==> src/design/nfa_epsilon_stream_matcher_top_assert.svh <==
// Assertion macros for the automaton stream matcher.
// Used by nfa_epsilon_stream_matcher_top; no other dependencies.
`ifndef NFA_EPSILON_STREAM_MATCHER_TOP_ASSERT_SVH
`define NFA_EPSILON_STREAM_MATCHER_TOP_ASSERT_SVH
`ifndef SYNTH
`define NFA_ASSERT_IMPL(label, clk, rstn, ante, cons) \
    label: assert property (@(posedge clk) disable iff (!rstn) (ante) |-> (cons)) \
        else $error("assertion failed");
`define NFA_ASSERT_NEXT(label, clk, rstn, ante, cons) \
    label: assert property (@(posedge clk) disable iff (!rstn) (ante) |=> (cons)) \
        else $error("assertion failed");
`else
`define NFA_ASSERT_IMPL(label, clk, rstn, ante, cons)
`define NFA_ASSERT_NEXT(label, clk, rstn, ante, cons)
`endif
`endif

==> src/design/nfa_pkg.sv <==
// Shared types and constants for the automaton stream matcher.
// No dependencies.
package nfa_pkg;
    localparam int NumStates   = 32;
    localparam int SymbolCount = 256;
    localparam int StW         = $clog2(NumStates);
    localparam int SymW        = $clog2(SymbolCount);
    localparam int TrDepth     = NumStates * SymbolCount;
    localparam int TrAw        = $clog2(TrDepth);

    localparam logic [1:0] KIND_ADD_SYM = 2'd0;
    localparam logic [1:0] KIND_ADD_EPS = 2'd1;
    localparam logic [1:0] KIND_BEGIN   = 2'd2;
    localparam logic [1:0] KIND_SYMBOL  = 2'd3;

    localparam logic CFG_START  = 1'b0;
    localparam logic CFG_ACCEPT = 1'b1;

    typedef logic [NumStates-1:0] set_t;
endpackage

==> src/design/nfa_cell.sv <==
// One state cell: holds its epsilon row and passes the OR chain on.
// Depends on nfa_pkg.
module nfa_cell (
    input  logic                aclk,
    input  logic                aresetn,
    input  logic                eps_we,
    input  nfa_pkg::set_t       eps_wdata,
    input  logic                act,
    input  nfa_pkg::set_t       or_in,
    output nfa_pkg::set_t       or_out
);
    nfa_pkg::set_t eps_reg;

    // epsilon row, cleared at reset
    always_ff @(posedge aclk) begin
        if (!aresetn) begin
            eps_reg <= '0;
        end else if (eps_we) begin
            eps_reg <= eps_reg | eps_wdata;
        end
    end

    // chain of ORs along the row
    assign or_out  = or_in | (act ? eps_reg : '0);
endmodule

==> config.mk <==
export PLATFORM = sky130hd
export DESIGN_NAME = nfa_cell
export DESIGN_NICKNAME = d
export VERILOG_FILES = /design/src/design/nfa_epsilon_stream_matcher_top_assert.svh /design/src/design/nfa_pkg.sv /design/src/design/nfa_cell.sv
export SDC_FILE = /design/constraint.sdc
export NUM_CORES = 1
export LEC_CHECK = 0
export BUFFER_PORTS_ARGS = -buffer_cell sky130_fd_sc_hd__buf_4
export CORE_ASPECT_RATIO = 0.7
export CORE_MARGIN = 2
export CORE_UTILIZATION = 35
export CTS_CLUSTER_SIZE = 16
export DETAILED_ROUTE_END_ITERATION = 10
export MAX_ROUTING_LAYER = met4
export PLACE_DENSITY = 0.84
export SLEW_MARGIN = 20
export SYNTH_ARGS = -nofsm -noshare
export SYNTH_HDL_FRONTEND = slang
export SYNTH_SLANG_ARGS = --single-unit
==> constraint.sdc <==
create_clock -name aclk -period 0.8 [get_ports aclk]
set_input_delay 0.16 -clock aclk [delete_from_list [all_inputs] [get_ports aclk]]
set_output_delay 0.16 -clock aclk [all_outputs]
set_load 0.005 [all_outputs]
==> summary.txt <==
Synthesis
  • Synthesized netlist net count: 205
  • Mapped cell area: approximately 1300 um^2
  • Number of instances in the synthesized netlist: ~140
  • Synthesis warning total: 0
  • Mean cell area of the mapped netlist: 9.50 um^2
  • Number of library cell types mapped by synthesis: 7
  • Sequential fraction of the synthesis area: between 40% and 50%
  • Flip-flop and latch count after synthesis: 32

Routing
  • Via count: 1347
  • Detailed-route DRC error count: 0
  • Wire length reported by the detailed router: 3510 um
  • Routed metal-1 wire length: 1570 um
  • Via density per instance: 4.68
  • Detailed-router iteration count before antenna repair: 4
  • Detail-routed net length per standard cell: roughly 12 um
  • Wire length on met2: 1630 um
  • Final ANT Viol Nets: 0
  • Initial DRC Count: 21
  • Total length of routed met3 wires: 294 um
  • Highest routed metal layer: met4

Outcome
  • Failing checks: setup timing
  • Run status: complete, but fails checks

Final layout
  • Synth-to-layout area growth: 77.9%
  • Util after Layout: 65.5%
  • Most frequent standard cell in the layout excluding fill and tap cells: buf_4
  • Max reg flops: 32
  • Commonest non-fill, non-tap cells in the layout: buf_4 (74), a21o_1 (32), a21oi_1 (32), nor2b_1 (32)
  • Nets@finish: 305
  • Number of diodes added for antenna fixing: 0
  • Layout cell share with drive strength beyond 1: between 50% and 60%

Global routing
  • Global-route usage over all layers: 16.2%
  • Number of antenna violations at the first check in global routing: 0
  • Congestion Overflow GR: 0
  • First-pass GRT wire length: ~5200 um
  • Maximum number of pins on one net before global-route repair: 33
  • Number of global-route vias before repair: 1242

CTS
  • Number of buffers inserted for hold repair after clock tree synthesis: 0
  • Maximum clock path buffer count: 2
  • CTS tree: built
  • Clock buffers created by TritonCTS: 5
  • H-Tree Depth: 2
  • CTS root buf: clkbuf_8
  • Clk Latency, worst-skew pair: 270 ps
  • Reg clk slew, reported paths: 60 ps
  • Sink Count: 32

Place
  • Weighted congestion at the end of routability-driven global placement: roughly 0.66
  • Number of I/O port buffers: 99
  • Half-perimeter wire length after detailed placement: roughly 2400 um

Min path
  • Depth of the worst hold-timing path: 3
  • Worst min-delay path category: in -> reg

Critical path
  • Crit path capture: or_out[14]
  • Maximum fanout count along the critical path: 2
  • Arrival @ worst endpoint: 880 ps
  • Kind of launch point of the worst setup path: flip-flop
  • Number of cells traversed by the worst register-to-register path: 3
  • Crit path capture type: output port
  • Reg2reg setup slack: around 100 ps
  • Kind of critical path: reg -> out
  • Reg-to-reg startpoint: eps_reg[1]
  • Startpoint of the most critical setup path: eps_reg[14]
  • Destination of the worst register-to-register timing path: eps_reg[1]
  • Required @ worst endpoint: approximately 640 ps

Run
  • Number of max-cap violations: 0

STA
  • Worst Tran Pin Value: 326 ps
  • Minimum period implied by the final worst setup slack: 1040 ps
  • Period utilization: 130%
  • Max Clock Skew: 0 ps
  • Highest clock frequency the design can meet: approximately 0.96 GHz
  • Number of max-slew violations in the final report: 0
  • Setup_tns: -6850 ps
  • Slew Limit Headroom: 78.3%
  • Number of setup violations in the final report: 32
  • Final worst slack: -237 ps
  • Hold Vio Cnt, Final: 0
  • Unrepaired setup endpoints after global routing: true

Floorplan
  • Area of the core region: between 3000 and 4000 um^2
  • Y dimension of the die: 55.0 um
  • Initial core utilization: 36.8%
  • Die Width: 76.9 um
  • Number of standard-cell rows in the floorplan: 18
  • Total die area: 4230 um^2
  • Number of placed I/O pins: 100

Power
  • Ratio of total power to cell area: ~1700 nW/um^2
  • Worst voltage drop across the vdd grid: 889 uV
  • Leakage: ~1.2 nW
-- kinds of logic after synthesis --
| kind of cell | after synthesis | synth area share, % |
|---|---|---|
| AND/OR/NAND/NOR | 32 | 15.4 |
| buffers and inverters | 9 | 4.61 |
| AO/OA/AOI/OAI | 64 | 30.8 |
| flip-flops | 32 | 49.2 |
-- stage by stage --
| stage | power [W] | hold slack, ps | worst slack [ps] | std cells | area, um^2 |
|---|---|---|---|---|---|
| 6_report | 0.00383 | 136 | -237 | 288 | 2310 |
| 3_3_place_gp | 0.00253 | 409 | -100 | 279 | 2090 |
| 5_1_grt | 0.00405 | 124 | -270 | 288 | 2310 |
| 2_1_floorplan | 0.00208 | 288 | 150 | 137 | 1300 |
| 3_5_place_dp | 0.00255 | 419 | -105 | 279 | 2090 |
| 4_1_cts | 0.00381 | 132 | -238 | 288 | 2220 |
-- report_power, final --
group | switching, W | internal [W]
Combinational | 0.000272 | 0.000558
Clock | 0.000514 | 0.000700
Sequential | 0.0000585 | 0.00172
-- synth_stat cells (all sizes together) --
cell type  instances  share of area [%]
a21o              32                 18
buf                6                3.7
dfxtp             32                 49
nor2b             32                 15
clkbuf             3               0.87
a21oi             32                 12
-- area by class of cell --
cell class,count,area (um^2)
clock buffers,8,90.1
repair buffers,102,888
flip-flops and latches,32,673
well taps,50,62.6
fillers,320,1220
multi-input cells,96,601
-- layer usage --
layer	up-vias	GRT usage, %
met5	-	-
met4	0	6.36
met3	3	5.84
met2	63	26.9
met1	612	18.6
li1	669	-
-- worst max-delay path: stages, from the launching register on --
cell     delay, ps
dfxtp_2        320
a21o_1         170
buf_6          120
-- how the worst min path moves through the flow --
stage                        endpoint  slack (ps)          start
after floorplan           eps_reg[28]         290        aresetn
after global placement    eps_reg[29]         410  eps_wdata[29]
after detailed placement  eps_reg[19]         420  eps_wdata[19]
after CTS                  eps_reg[0]         130   eps_wdata[0]
after global routing       eps_reg[5]         120   eps_wdata[5]
final                      eps_reg[0]         140   eps_wdata[0]
-- what timing repair did --
| action | CTS | global route |
|---|---|---|
| pin swaps | 0 | 0 |
| buffers inserted | 1 | 0 |
| resized for setup | 15 | 37 |
| setup endpoints to repair | 32 | 32 |
(Power assumes the default switching activity.)
